--- src/assert_macros.svh ---
// Assertion macros for the RTL; lfhp_parser.sv is the file that includes them.
`ifndef ASSERT_MACROS_SVH
`define ASSERT_MACROS_SVH

// Check a property on every clock edge outside reset.
`define LFHP_ASSERT(lbl, prop) \
  lbl: assert property (@(posedge clk) disable iff (rst) prop) \
    else $error("lfhp assertion failed");

// Check a property on every clock edge, reset included.
`define LFHP_ASSERT_ALWAYS(lbl, prop) \
  lbl: assert property (@(posedge clk) prop) \
    else $error("lfhp assertion failed");

`endif

--- src/lfhp_pkg.sv ---
// Package for the LED frame header parser: constants, phase type and result struct.
package lfhp_pkg;

  localparam int MAX_LEDS       = 1024;
  localparam int BYTES_EACH_LED = 3;

  localparam int BYTE_W = 8;
  localparam int LEDS_W = 11;
  localparam int POS_W  = 12;

  localparam logic [BYTE_W-1:0] MAGIC_A  = 8'h41;  // 'A'
  localparam logic [BYTE_W-1:0] MAGIC_D  = 8'h64;  // 'd'
  localparam logic [BYTE_W-1:0] MAGIC_A2 = 8'h61;  // 'a'
  localparam logic [BYTE_W-1:0] CHK_KEY  = 8'h55;

  localparam logic [LEDS_W-1:0] EXPECTED_LEDS_RESET = 11'd60;

  localparam int APB_ADDR_W = 3;
  localparam int APB_DATA_W = 32;
  localparam logic [APB_ADDR_W-3:0] REG_EXPECTED_LEDS = 1'b0;

  typedef enum logic [2:0] {
    PH_HUNT_A,
    PH_WAIT_D,
    PH_WAIT_A2,
    PH_WAIT_HI,
    PH_WAIT_LO,
    PH_WAIT_CHK,
    PH_COLORS
  } phase_t;

  typedef struct packed {
    logic              valid;
    logic [BYTE_W-1:0] color_byte;
    logic [POS_W-1:0]  byte_position;
    logic              frame_end;
  } res_t;

endpackage

--- src/lfhp_intf.sv ---
// Stream interfaces for the received bytes and the colour bytes.
interface lfhp_rx_if;
  import lfhp_pkg::*;
  logic              valid;
  logic              ready;
  logic [BYTE_W-1:0] rx_byte;

  modport source (output valid, output rx_byte, input ready);
  modport sink (input valid, input rx_byte, output ready);
endinterface

interface lfhp_color_if;
  import lfhp_pkg::*;
  logic              valid;
  logic              ready;
  logic [BYTE_W-1:0] color_byte;
  logic [POS_W-1:0]  byte_position;
  logic              frame_end;

  modport source (output valid, output color_byte, output byte_position,
                  output frame_end, input ready);
  modport sink (input valid, input color_byte, input byte_position,
                input frame_end, output ready);
endinterface

--- src/lfhp_cfg.sv ---
// APB register block holding the expected LED count.
module lfhp_cfg (
  input  logic                             clk,
  input  logic                             rst,
  input  logic                             psel,
  input  logic                             penable,
  input  logic                             pwrite,
  input  logic [lfhp_pkg::APB_ADDR_W-1:0]  paddr,
  input  logic [lfhp_pkg::APB_DATA_W-1:0]  pwdata,
  output logic [lfhp_pkg::APB_DATA_W-1:0]  prdata,
  output logic                             pready,
  output logic [lfhp_pkg::LEDS_W-1:0]      expected_leds
);
  import lfhp_pkg::*;

  logic hit;

  assign hit    = (paddr[APB_ADDR_W-1:2] == REG_EXPECTED_LEDS);
  assign pready = 1'b1;

  always_ff @(posedge clk) begin
    if (rst) begin
      expected_leds <= EXPECTED_LEDS_RESET;
    end else if (psel && penable && pwrite && hit) begin
      expected_leds <= pwdata[LEDS_W-1:0];
    end
  end

  always_comb begin
    prdata = '0;
    if (hit) begin
      prdata = APB_DATA_W'(expected_leds);
    end
  end

endmodule

--- src/lfhp_parser.sv ---
// Header parser state machine with colour byte counter.
`include "assert_macros.svh"

module lfhp_parser (
  input  logic                         clk,
  input  logic                         rst,
  input  logic                         fire,
  input  logic [lfhp_pkg::BYTE_W-1:0]  rx_byte,
  input  logic [lfhp_pkg::LEDS_W-1:0]  expected_leds,
  output lfhp_pkg::res_t               res,
  output logic                         in_colors
);
  import lfhp_pkg::*;

  phase_t             phase, phase_next;
  logic [BYTE_W-1:0]  count_high;
  logic [BYTE_W-1:0]  count_low;
  logic [POS_W-1:0]   color_index;
  logic [POS_W-1:0]   frame_bytes;
  logic [13:0]        frame_bytes_calc;
  logic               header_ok;
  logic               last;

  assign frame_bytes_calc = 14'(expected_leds) * 14'(BYTES_EACH_LED);

  assign header_ok = (rx_byte == (count_high ^ count_low ^ CHK_KEY)) &&
                     (({1'b0, count_high, count_low} + 17'd1) == 17'(expected_leds)) &&
                     (expected_leds <= LEDS_W'(MAX_LEDS));

  assign last      = (13'(color_index) + 13'd1) >= 13'(frame_bytes);
  assign in_colors = (phase == PH_COLORS);

  always_comb begin
    phase_next = phase;
    case (phase)
      PH_HUNT_A:   if (rx_byte == MAGIC_A) phase_next = PH_WAIT_D;
      PH_WAIT_D:   phase_next = (rx_byte == MAGIC_D) ? PH_WAIT_A2 : PH_HUNT_A;
      PH_WAIT_A2:  phase_next = (rx_byte == MAGIC_A2) ? PH_WAIT_HI : PH_HUNT_A;
      PH_WAIT_HI:  phase_next = PH_WAIT_LO;
      PH_WAIT_LO:  phase_next = PH_WAIT_CHK;
      PH_WAIT_CHK: phase_next = header_ok ? PH_COLORS : PH_HUNT_A;
      PH_COLORS:   if (last) phase_next = PH_HUNT_A;
      default:     phase_next = PH_HUNT_A;
    endcase
  end

  always_comb begin
    res               = '0;
    res.valid         = fire && (phase == PH_COLORS);
    res.color_byte    = rx_byte;
    res.byte_position = color_index;
    res.frame_end     = last;
  end

  always_ff @(posedge clk) begin
    if (rst) begin
      phase       <= PH_HUNT_A;
      count_high  <= '0;
      count_low   <= '0;
      color_index <= '0;
      frame_bytes <= '0;
    end else if (fire) begin
      phase <= phase_next;
      if (phase == PH_WAIT_HI) begin
        count_high <= rx_byte;
      end
      if (phase == PH_WAIT_LO) begin
        count_low <= rx_byte;
      end
      if (phase == PH_WAIT_CHK && header_ok) begin
        frame_bytes <= frame_bytes_calc[POS_W-1:0];
        color_index <= '0;
      end
      if (phase == PH_COLORS) begin
        color_index <= color_index + POS_W'(1);
      end
    end
  end

  `LFHP_ASSERT(a_index_in_frame, in_colors |-> (color_index < frame_bytes))
  `LFHP_ASSERT(a_end_returns_hunt, (res.valid && res.frame_end) |=> (phase == PH_HUNT_A))
  `LFHP_ASSERT(a_frame_starts_at_zero,
               (fire && phase == PH_WAIT_CHK && header_ok) |=> (color_index == '0 && in_colors))
  `LFHP_ASSERT_ALWAYS(a_reset_hunts, rst |=> (phase == PH_HUNT_A && !res.valid))

endmodule

--- src/lfhp_out_stage.sv ---
// Result register between the parser and the colour stream.
module lfhp_out_stage (
  input  logic                 clk,
  input  logic                 rst,
  input  lfhp_pkg::res_t       res,
  output logic                 can_take,
  lfhp_color_if.source         color_stream
);
  import lfhp_pkg::*;

  logic              valid;
  logic [BYTE_W-1:0] color_byte;
  logic [POS_W-1:0]  byte_position;
  logic              frame_end;

  assign can_take = !valid || color_stream.ready;

  always_ff @(posedge clk) begin
    if (rst) begin
      valid <= 1'b0;
    end else if (res.valid) begin
      valid <= 1'b1;
    end else if (color_stream.ready) begin
      valid <= 1'b0;
    end
  end

  // payload loads only when a new result arrives
  always_ff @(posedge clk) begin
    if (res.valid) begin
      color_byte    <= res.color_byte;
      byte_position <= res.byte_position;
      frame_end     <= res.frame_end;
    end
  end

  assign color_stream.valid         = valid;
  assign color_stream.color_byte    = color_byte;
  assign color_stream.byte_position = byte_position;
  assign color_stream.frame_end     = frame_end;

endmodule

--- src/led_frame_header_parser_top.sv ---
// Top level of the LED frame header parser.
//
//  channel       | direction | transfer carries
//  byte_stream   | sink      | rx_byte
//  color_stream  | source    | color_byte, byte_position, frame_end
//  APB           | slave     | expected_leds at byte address 0
//
// One byte per cycle unless stalled: parser state and counters update in the cycle a
// byte transfers, and a colour result appears on color_stream the cycle after.
// Header bytes are taken even while a colour result waits; colour bytes wait only
// when the result register is full and color_stream is stalled.
// Synchronous reset clears the parser to hunting for 'A' and sets expected_leds to 60.
module led_frame_header_parser_top (
  input  logic                             clk,
  input  logic                             rst,
  input  logic                             psel,
  input  logic                             penable,
  input  logic                             pwrite,
  input  logic [lfhp_pkg::APB_ADDR_W-1:0]  paddr,
  input  logic [lfhp_pkg::APB_DATA_W-1:0]  pwdata,
  output logic [lfhp_pkg::APB_DATA_W-1:0]  prdata,
  output logic                             pready,
  lfhp_rx_if.sink                          byte_stream,
  lfhp_color_if.source                     color_stream
);
  import lfhp_pkg::*;

  logic [LEDS_W-1:0] expected_leds;
  res_t              res;
  logic              in_colors;
  logic              can_take;
  logic              fire;

  assign byte_stream.ready = can_take || !in_colors;
  assign fire              = byte_stream.valid && byte_stream.ready;

  lfhp_cfg u_cfg (
    .clk           (clk),
    .rst           (rst),
    .psel          (psel),
    .penable       (penable),
    .pwrite        (pwrite),
    .paddr         (paddr),
    .pwdata        (pwdata),
    .prdata        (prdata),
    .pready        (pready),
    .expected_leds (expected_leds)
  );

  lfhp_parser u_parser (
    .clk           (clk),
    .rst           (rst),
    .fire          (fire),
    .rx_byte       (byte_stream.rx_byte),
    .expected_leds (expected_leds),
    .res           (res),
    .in_colors     (in_colors)
  );

  lfhp_out_stage u_out (
    .clk          (clk),
    .rst          (rst),
    .res          (res),
    .can_take     (can_take),
    .color_stream (color_stream)
  );

endmodule

--- src/flat_wrapper.sv ---
// flat-port wrapper written by rule: the top's interface ports become plain ports
module led_frame_header_parser_top_flat import lfhp_pkg::*;
  (clk, rst, psel, penable, pwrite, paddr, pwdata, prdata, pready, byte_stream_valid, byte_stream_rx_byte, byte_stream_ready, color_stream_valid, color_stream_color_byte, color_stream_byte_position, color_stream_frame_end, color_stream_ready);
  lfhp_rx_if byte_stream_i ();
  lfhp_color_if color_stream_i ();
  input  logic clk;
  input  logic rst;
  input  logic psel;
  input  logic penable;
  input  logic pwrite;
  input  logic [lfhp_pkg::APB_ADDR_W-1:0] paddr;
  input  logic [lfhp_pkg::APB_DATA_W-1:0] pwdata;
  output logic [lfhp_pkg::APB_DATA_W-1:0] prdata;
  output logic pready;
  input wire logic [$bits(byte_stream_i.valid)-1:0] byte_stream_valid;
  input wire logic [$bits(byte_stream_i.rx_byte)-1:0] byte_stream_rx_byte;
  output wire logic [$bits(byte_stream_i.ready)-1:0] byte_stream_ready;
  output wire logic [$bits(color_stream_i.valid)-1:0] color_stream_valid;
  output wire logic [$bits(color_stream_i.color_byte)-1:0] color_stream_color_byte;
  output wire logic [$bits(color_stream_i.byte_position)-1:0] color_stream_byte_position;
  output wire logic [$bits(color_stream_i.frame_end)-1:0] color_stream_frame_end;
  input wire logic [$bits(color_stream_i.ready)-1:0] color_stream_ready;
  assign byte_stream_i.valid = byte_stream_valid;
  assign byte_stream_i.rx_byte = byte_stream_rx_byte;
  assign byte_stream_ready = byte_stream_i.ready;
  assign color_stream_valid = color_stream_i.valid;
  assign color_stream_color_byte = color_stream_i.color_byte;
  assign color_stream_byte_position = color_stream_i.byte_position;
  assign color_stream_frame_end = color_stream_i.frame_end;
  assign color_stream_i.ready = color_stream_ready;
  led_frame_header_parser_top u_core (.clk(clk), .rst(rst), .psel(psel), .penable(penable), .pwrite(pwrite), .paddr(paddr), .pwdata(pwdata), .prdata(prdata), .pready(pready), .byte_stream(byte_stream_i), .color_stream(color_stream_i));
endmodule
--- config.mk ---
export PLATFORM = sky130hd
export DESIGN_NAME = led_frame_header_parser_top_flat
export DESIGN_NICKNAME = d
export VERILOG_FILES = /design/src/lfhp_pkg.sv /design/src/lfhp_intf.sv /design/src/lfhp_cfg.sv /design/src/lfhp_parser.sv /design/src/lfhp_out_stage.sv /design/src/led_frame_header_parser_top.sv /design/src/flat_wrapper.sv
export VERILOG_INCLUDE_DIRS = /design/src /design/src/src
export SDC_FILE = /design/constraint.sdc
export NUM_CORES = 1
export LEC_CHECK = 0
export BUFFER_PORTS_ARGS = -buffer_cell sky130_fd_sc_hd__buf_4
export CORE_ASPECT_RATIO = 0.75
export CORE_MARGIN = 2
export CORE_UTILIZATION = 59
export DETAILED_ROUTE_END_ITERATION = 8
export PLACE_DENSITY = 0.87
export SLEW_MARGIN = 20
export SYNTH_ARGS = -nofsm -noshare
export SYNTH_HDL_FRONTEND = slang
export SYNTH_SLANG_ARGS = --single-unit
--- constraint.sdc ---
create_clock -name clk -period 6.1 [get_ports clk]
set_input_delay 0.61 -clock clk [delete_from_list [all_inputs] [get_ports clk]]
set_output_delay 0.61 -clock clk [all_outputs]
set_load 0.01 [all_outputs]
; Yosys cells after proc, flatten, opt, wreduce, memory -nomap -nowiden
; Cells that the tools add are included.
[op_classes]
n_reduce_logical = 20
order_cmp = 2
eq_ne = 13
n_mux = 11
addsub = 3
n_mul = 1
n_bitwise = 3
[ops]
columns = cell, count
row1 = 8-bit by 7-bit == test with 1-bit output (second input constant), 3
row2 = 12-bit two-way mux, 2
row3 = 3-bit one-hot mux with 7 select lines, 1
row4 = 16-bit by 1-bit adder with 17-bit output (second input constant), 1
row5 = 17-bit by 11-bit == test with 1-bit output, 1
row6 = 12-bit by 1-bit adder with 13-bit output (second input constant), 1
row7 = 13-bit by 12-bit >= comparator with 1-bit output, 1
row8 = 12-bit by 1-bit adder with 12-bit output (second input constant), 1
row9 = 11-bit by 2-bit multiplier with 12-bit output (second input constant), 1
row10 = 11-bit <= comparator (second input constant), 1
row11 = 11-bit two-way mux, 1
row12 = 3-bit == test (second input constant), 3
row13 = 3-bit two-way mux, 3
row14 = 8-bit == test, 1
row15 = 1-bit logical AND, 8
row16 = 2-bit AND reduction, 4
row17 = 8-bit bitwise XOR, 1
row18 = 3-bit by 2-bit == test with 1-bit output (second input constant), 2
row19 = 2-bit two-way mux, 2
row20 = 2-bit != test (second input constant), 2
row21 = 4-bit NOT, 1
row22 = 2-bit nonzero test, 2
row23 = 3-bit by 1-bit == test with 1-bit output (second input constant), 1
row24 = 3-bit zero test, 1
row25 = 5 further kinds, 8
[totals]
word_cells = 63
reg_bits = 76
inputBits = 50

; Longest topological paths before layout
[logic_depth]
word_depth = 8
mapped_depth = 13

; Cells and area by module
; Synthesis repeated with hierarchy kept, for this count alone.
[hier_totals]
cells_unflattened = 546
hier_area_um2 = 4976.0
[by_module_without_submodules]
columns = module, instances, area_per_inst_um2, cells_each
row1 = lfhp_parser, 1, 3538.4, 435
row2 = lfhp_cfg, 1, 738.2, 84
row3 = lfhp_out_stage, 1, 676.9, 25
row4 = led_frame_header_parser_top, 1, 22.5, 2

; Least setup slack after synthesis
; Ideal clock, no wire load.
[synth_path]
kind = flip-flop to flip-flop
start = register u_core.u_parser.color_index[2]
end = register u_core.u_parser.phase[0]
synth_period_minus_slack_ns = 2.802
path_buffers = 0
setup_slack_ns = 3.298
arrival_ns = 2.732
stages_incl_launch_ff = 13
cell_sequence = dfxtp_1 -> and3_1 -> and3_1 -> nand3_1 -> nor3_1 -> xor2_1 -> ha_1 -> nand3_1 -> or2_2 -> o31ai_1 -> o21ai_0 -> or3_1 -> a21oi_1
[synth_between]
elab_chain_len = 4
[synth_lines]
columns = item, line_no
row1 = "start, declared", lfhp_parser.sv:18  ; logic [POS_W-1:0] color_index;
row2 = "start signal, assigned", lfhp_parser.sv:75  ; color_index <= color_index + POS_W'(1);
row3 = 12-bit by 1-bit adder with 13-bit output, lfhp_parser.sv:30  ; assign last = (13'(color_index) + 13'd1) >= 13'(frame_bytes);
row4 = 13-bit by 12-bit >= comparator with 1-bit output, lfhp_parser.sv:30
row5 = 2-bit != test (no source line), -
row6 = 3-bit AND reduction (no source line), -
row7 = "end signal, assigned", lfhp_parser.sv:63  ; phase <= phase_next;
row8 = "end, declared", lfhp_parser.sv:15  ; phase_t phase, phase_next;
; Every way passes these cells.
; A chain may end at the register's enable or synchronous reset.

; Final worst setup path
[layout_path]
start = register u_core.u_parser.count_low[1]
end = register u_core.u_parser.frame_bytes[8]
[layout_between]
elab_chain_len = 6
word_cells_on_any_way = 8
[layout_lines]
columns = item, line_no
row1 = "start, declared", lfhp_parser.sv:17  ; logic [BYTE_W-1:0] count_low;
row2 = "start signal, assigned", lfhp_parser.sv:68  ; count_low <= rx_byte;
row3 = 16-bit by 1-bit adder with 17-bit output / 8-bit bitwise XOR (equally long branches), "lfhp_parser.sv:27, lfhp_parser.sv:26"
row4 = 17-bit by 11-bit == test with 1-bit output / 8-bit == test (equally long branches), "lfhp_parser.sv:27, lfhp_parser.sv:26"
row5 = 1-bit logical AND (*), lfhp_parser.sv:26  ; assign header_ok = (rx_byte == (count_high ^ count_low ^ CHK_KEY)) &&
row6 = 1-bit logical AND (*), lfhp_parser.sv:27  ; (({1'b0, count_high, count_low} + 17'd1) == 17'(expected_leds)) &&
row7 = 1-bit logical AND (*), lfhp_parser.sv:70  ; if (phase == PH_WAIT_CHK && header_ok) begin
row8 = 2-bit AND reduction (no source line) (*), -
row9 = "end signal, assigned", lfhp_parser.sv:71  ; frame_bytes <= frame_bytes_calc[POS_W-1:0];
row10 = "end, declared", lfhp_parser.sv:19  ; logic [POS_W-1:0] frame_bytes;
; Every way passes the cells marked *; elsewhere a longest branch is shown, timed or not.

==> results.md <==
- The first-pass detailed-route iteration total is 6.
- Among all flip-flop cells after synthesis, the most frequent one is sky130_fd_sc_hd__dfxtp_1.
- At the end of the flow, the number of nets in the layout was 682.
- VDD sags by at most 0.106 mV.
- Once detail routing completed, the nets flagged for antenna violations numbered 0.
- Subtracting the final worst setup slack from the clock period gives 3.31 ns.
- From synthesis to final layout, the design area changed by 12.3%.
- The region available for standard cell placement spans 7780 sq um.
- Hold is met by 0.473 ns.
- The number of buffers added to fix hold violations after cts is 0.
- The number of enable flip-flop cells after synthesis is 21.
- Summed over all instances, the cell type with the most area after synthesis is sky130_fd_sc_hd__dfxtp_1.
- Measured against its own limit, the worst slew margin works out to 30.8%.
- Routed signal wires occupy layers up through met4.
- Of the total power, combinational logic draws 9.8%.
- The clock skew after layout is 0.0112 ns.
- Data arrives at the worst endpoint at 3.56 ns.
- TritonCTS built the clock tree.
- The launching element type of the critical path is a flip-flop.
- The floorplan step defined a die boundary enclosing 8640 sq um.
- After synthesis, the largest area contributor takes up 23.6% of total cell area.
- The first global-routing pass estimated 17.1 mm of wire.
- The count of standard-cell rows is 28.
- Wires add up to 10.4 mm.
- The max-slew violation count is 0.
- The post-CTS setup buffer count is 0.
- Setup repair after global routing left no endpoint under its margin.
- The register bit count reported by yosys is 76.
- Power spread over the standard cell area amounts to 189 nW/um^2.
- For this block, the via count after detailed routing is 3941.
- Setup violations remaining at the end of the flow were counted as 0.
- The internal power component is 0.000715 W.
- The final weighted congestion of routability-driven global placement is 0.919.
- The floorplan step set the die width to 107 um.
- The CTS H-tree depth is 3.
- Summed over all failing endpoints, the final setup total negative slack is 0 ns.
- The vias per cell is 5.54.
- During placement, the flow inserted port buffers numbering 60.
- Of all flip-flops after synthesis, the portion carrying an async set or reset was 0%.
- The post-synthesis cell area is 4660 sq um.
- The maximum net fanout on the critical path is 24.
- The height of the die is 81.0 um.
- The flow ran to the end, and the final reports show no timing, DRC or antenna violations.
- The capturing element type of the critical path is a flip-flop.
- The startpoint-to-endpoint class of the critical path is flip-flop to flip-flop.
- The clock net sink count is 76.
- The final number of hold-violating endpoints is 0.
- The total inserted antenna cells is 0.
- The initial antenna violation count was 0.
- The top achievable clock speed is 302 MHz.
- The total met2 wirelength after detailed routing is 4.74 mm.
- The max capacitance violation total is 0.
- The detailed-placement wirelength estimate is 7.83 mm.
- Of the cells placed in the final design, the portion with a size suffix greater than 1 is 15.3%.
- The post-cts resize count is 0.
- The share of the clock period used by the worst path after layout is 54.3%.
- The via count of the first global-routing pass is 3654.
- In this run the power spent charging and discharging nets is 0.000276 W.
- The switching power share of the total is 27.8%.
- The leakage power summed over all cells is 2.11 nW.
- In the final routing, the length of wire on met1 measures 4.66 mm.
- Of the total power, registers draw 53.7%.
- After global routing the overflow that remains totals 0.
- At the pin with the least slew margin, the transition time is 1.04 ns.
- The required arrival time at the worst endpoint is 6.35 ns.
- The cell count after synthesis is 553.
- The average size of a mapped cell is 8.43 sq um.
- The largest net degree at the start of global routing is 50.
- The longest clock path from root to sink contains 2 buffers.
- Ranked by total cell area, the synthesized netlist is headed by sky130_fd_sc_hd__dfxtp_1 24%, sky130_fd_sc_hd__edfxtp_1 14%, sky130_fd_sc_hd__ha_1 7.8%, sky130_fd_sc_hd__nand2_1 6.6%, sky130_fd_sc_hd__xnor2_1 5.4%.
- The clock network latency to the later pin of the worst-skew pair is 0.36 ns.
- Global routing consumed, over all layers together, 25.1% of the routing resources.
- The tree is rooted in a sky130_fd_sc_hd__clkbuf_8.
- The min-delay analysis places its worst path in the category input pin to flip-flop.
- Once the floorplan was initialized, standard cells occupied 59.9% of the core.
- The clock network is responsible for 36.5% of the overall power.
- After synthesis, the netlist uses 50 different library cells.
- After synthesis, flip-flops and latches occupy 37.1% of the total area.
- The routed length per placed instance is 14.7 um.
- After detailed routing, the number of remaining DRC violations is 0.
- In this run, the number of DRC markers left after iteration 0 of detailed routing was 215.
- The CTS buffer count is 9.
- The Yosys step of the flow raised 0 warnings.
- Clock-pin slew was measured on the worst setup and hold paths at 0.09 ns.
- The sum of met3 wire segment lengths after detailed routing is 918 um.
- In this run the count of I/O pins placed on the die edge is 106.
-- per-layer routing --
metal / vias to the layer above / GRT usage (%)
met5: - / 0
met4: 0 / 7.92
met3: 16 / 6.02
met2: 212 / 41.1
met1: 1773 / 33.3
li1: 1940 / -
-- kinds of logic (layout without fill, tap and decap cells) --
kind of cell / count (synthesis) / count (layout) / synth area share [%]
AO/OA/AOI/OAI: 80 / 80 / 9.93
XOR/XNOR: 42 / 42 / 7.89
adder cells (fa/ha/maj): 30 / 30 / 8.21
buffers and inverters: 74 / 108 / 8.35
flip-flops: 76 / 76 / 37.1
multiplexers: 21 / 21 / 5.15
other: 2 / 22 / 0.161
AND/OR/NAND/NOR: 228 / 228 / 23.2
-- path summary, 6_finish.rpt --
| path | from | to | slack, ns | cells after the start |
|---|---|---|---|---|
| setup reg to reg | u_core.u_parser.count_low[1] | u_core.u_parser.frame_bytes[8] | 2.79 | 8 |
| hold reg to reg | u_core.u_parser.frame_bytes[0] | u_core.u_parser.frame_bytes[0] | 0.48 | 2 |
| setup / recovery | u_core.u_parser.count_low[1] | u_core.u_parser.frame_bytes[8] | 2.79 | 8 |
| hold / removal | byte_stream_rx_byte[6] | u_core.u_out.color_stream.color_byte[6] | 0.47 | 1 |
-- Yosys cell counts (all sizes together), types with 10 or more instances --
| cell | n |
|---|---|
| nor2 | 61 |
| nand3 | 19 |
| xor2 | 13 |
| ha | 29 |
| and3 | 10 |
| edfxtp | 21 |
| xnor2 | 29 |
| o21ai | 24 |
| a21oi | 32 |
| nor3 | 17 |
| mux2i | 12 |
| clkbuf | 13 |
| inv | 31 |
| nand2 | 82 |
| buf | 30 |
| dfxtp | 55 |
-- layout by cell type, fill, tap and decap left out, types with 17 or more instances in the layout --
master | synthesis | final
sky130_fd_sc_hd__a21oi_1 | 32 | 32
sky130_fd_sc_hd__buf_4 | 22 | 61
sky130_fd_sc_hd__inv_1 | 31 | 31
sky130_fd_sc_hd__edfxtp_1 | 21 | 21
sky130_fd_sc_hd__dfxtp_1 | 55 | 55
sky130_fd_sc_hd__o21ai_0 | 24 | 24
sky130_fd_sc_hd__nor2_1 | 61 | 61
sky130_fd_sc_hd__ha_1 | 29 | 29
sky130_fd_sc_hd__nand3_1 | 17 | 17
sky130_fd_sc_hd__conb_1 | 2 | 22
sky130_fd_sc_hd__nand2_1 | 82 | 82
sky130_fd_sc_hd__xnor2_1 | 29 | 29
sky130_fd_sc_hd__nor3_1 | 17 | 17
-- registers in the layout, indices dropped and copies added (netlist names), 3 cells and up --
name and cells:
u_core.u_parser.color_index 12, u_core.u_parser.phase 3, u_core.u_out.color_stream.byte_position 12, u_core.u_cfg.expected_leds 11, u_core.u_parser.count_high 8, u_core.u_parser.frame_bytes 12
u_core.u_parser.count_low 8, u_core.u_out.color_stream.color_byte 8
-- power groups by stage --
stage	sequential [W]	clock (W)	combinational, W
floorplan	0.000537	0	0.0000772
global placement	0.000542	0	0.0000922
detailed placement	0.000543	0	0.0000955
CTS	0.000531	0.000367	0.0000961
global route	0.000532	0.000387	0.000108
finish	0.000532	0.000362	0.0000971
-- layout make-up --
cell class                      instances  area (sq um)
Timing Repair Buffer                   61           458
Fill cell                             617          2540
Tap cell                              105           131
Inverter                               31           116
Clock inverter                          7          58.8
Sequential cell                        76          1730
Clock buffer                            9           124
Multi-Input combinational cell        423          2620
-- metrics by stage --
step | power (W) | worst slack, ns | cell area, sq um | util (%) | std cells
2_1_floorplan | 0.000614 | 3.30 | 4740 | - | 573
3_3_place_gp | 0.000635 | 2.92 | 5050 | 65.0 | 696
3_5_place_dp | 0.000639 | 2.81 | 5050 | 65.0 | 696
4_1_cts | 0.000994 | 2.81 | 5240 | 67.3 | 712
5_1_grt | 0.00103 | 2.52 | 5240 | 67.3 | 712
6_report | 0.000991 | 2.79 | 5240 | 67.3 | 712
-- critical path: stages (launching register included) --
cell                      delay (ns)
sky130_fd_sc_hd__dfxtp_1        0.43
sky130_fd_sc_hd__ha_1           0.25
sky130_fd_sc_hd__nand3_2        0.19
sky130_fd_sc_hd__nor4_4         0.36
sky130_fd_sc_hd__nand3_1        0.13
sky130_fd_sc_hd__a211o_1        0.34
sky130_fd_sc_hd__nor4_2         0.18
sky130_fd_sc_hd__and3_1         0.90
sky130_fd_sc_hd__mux2_2         0.41
Power figures use the tool's default switching activity.
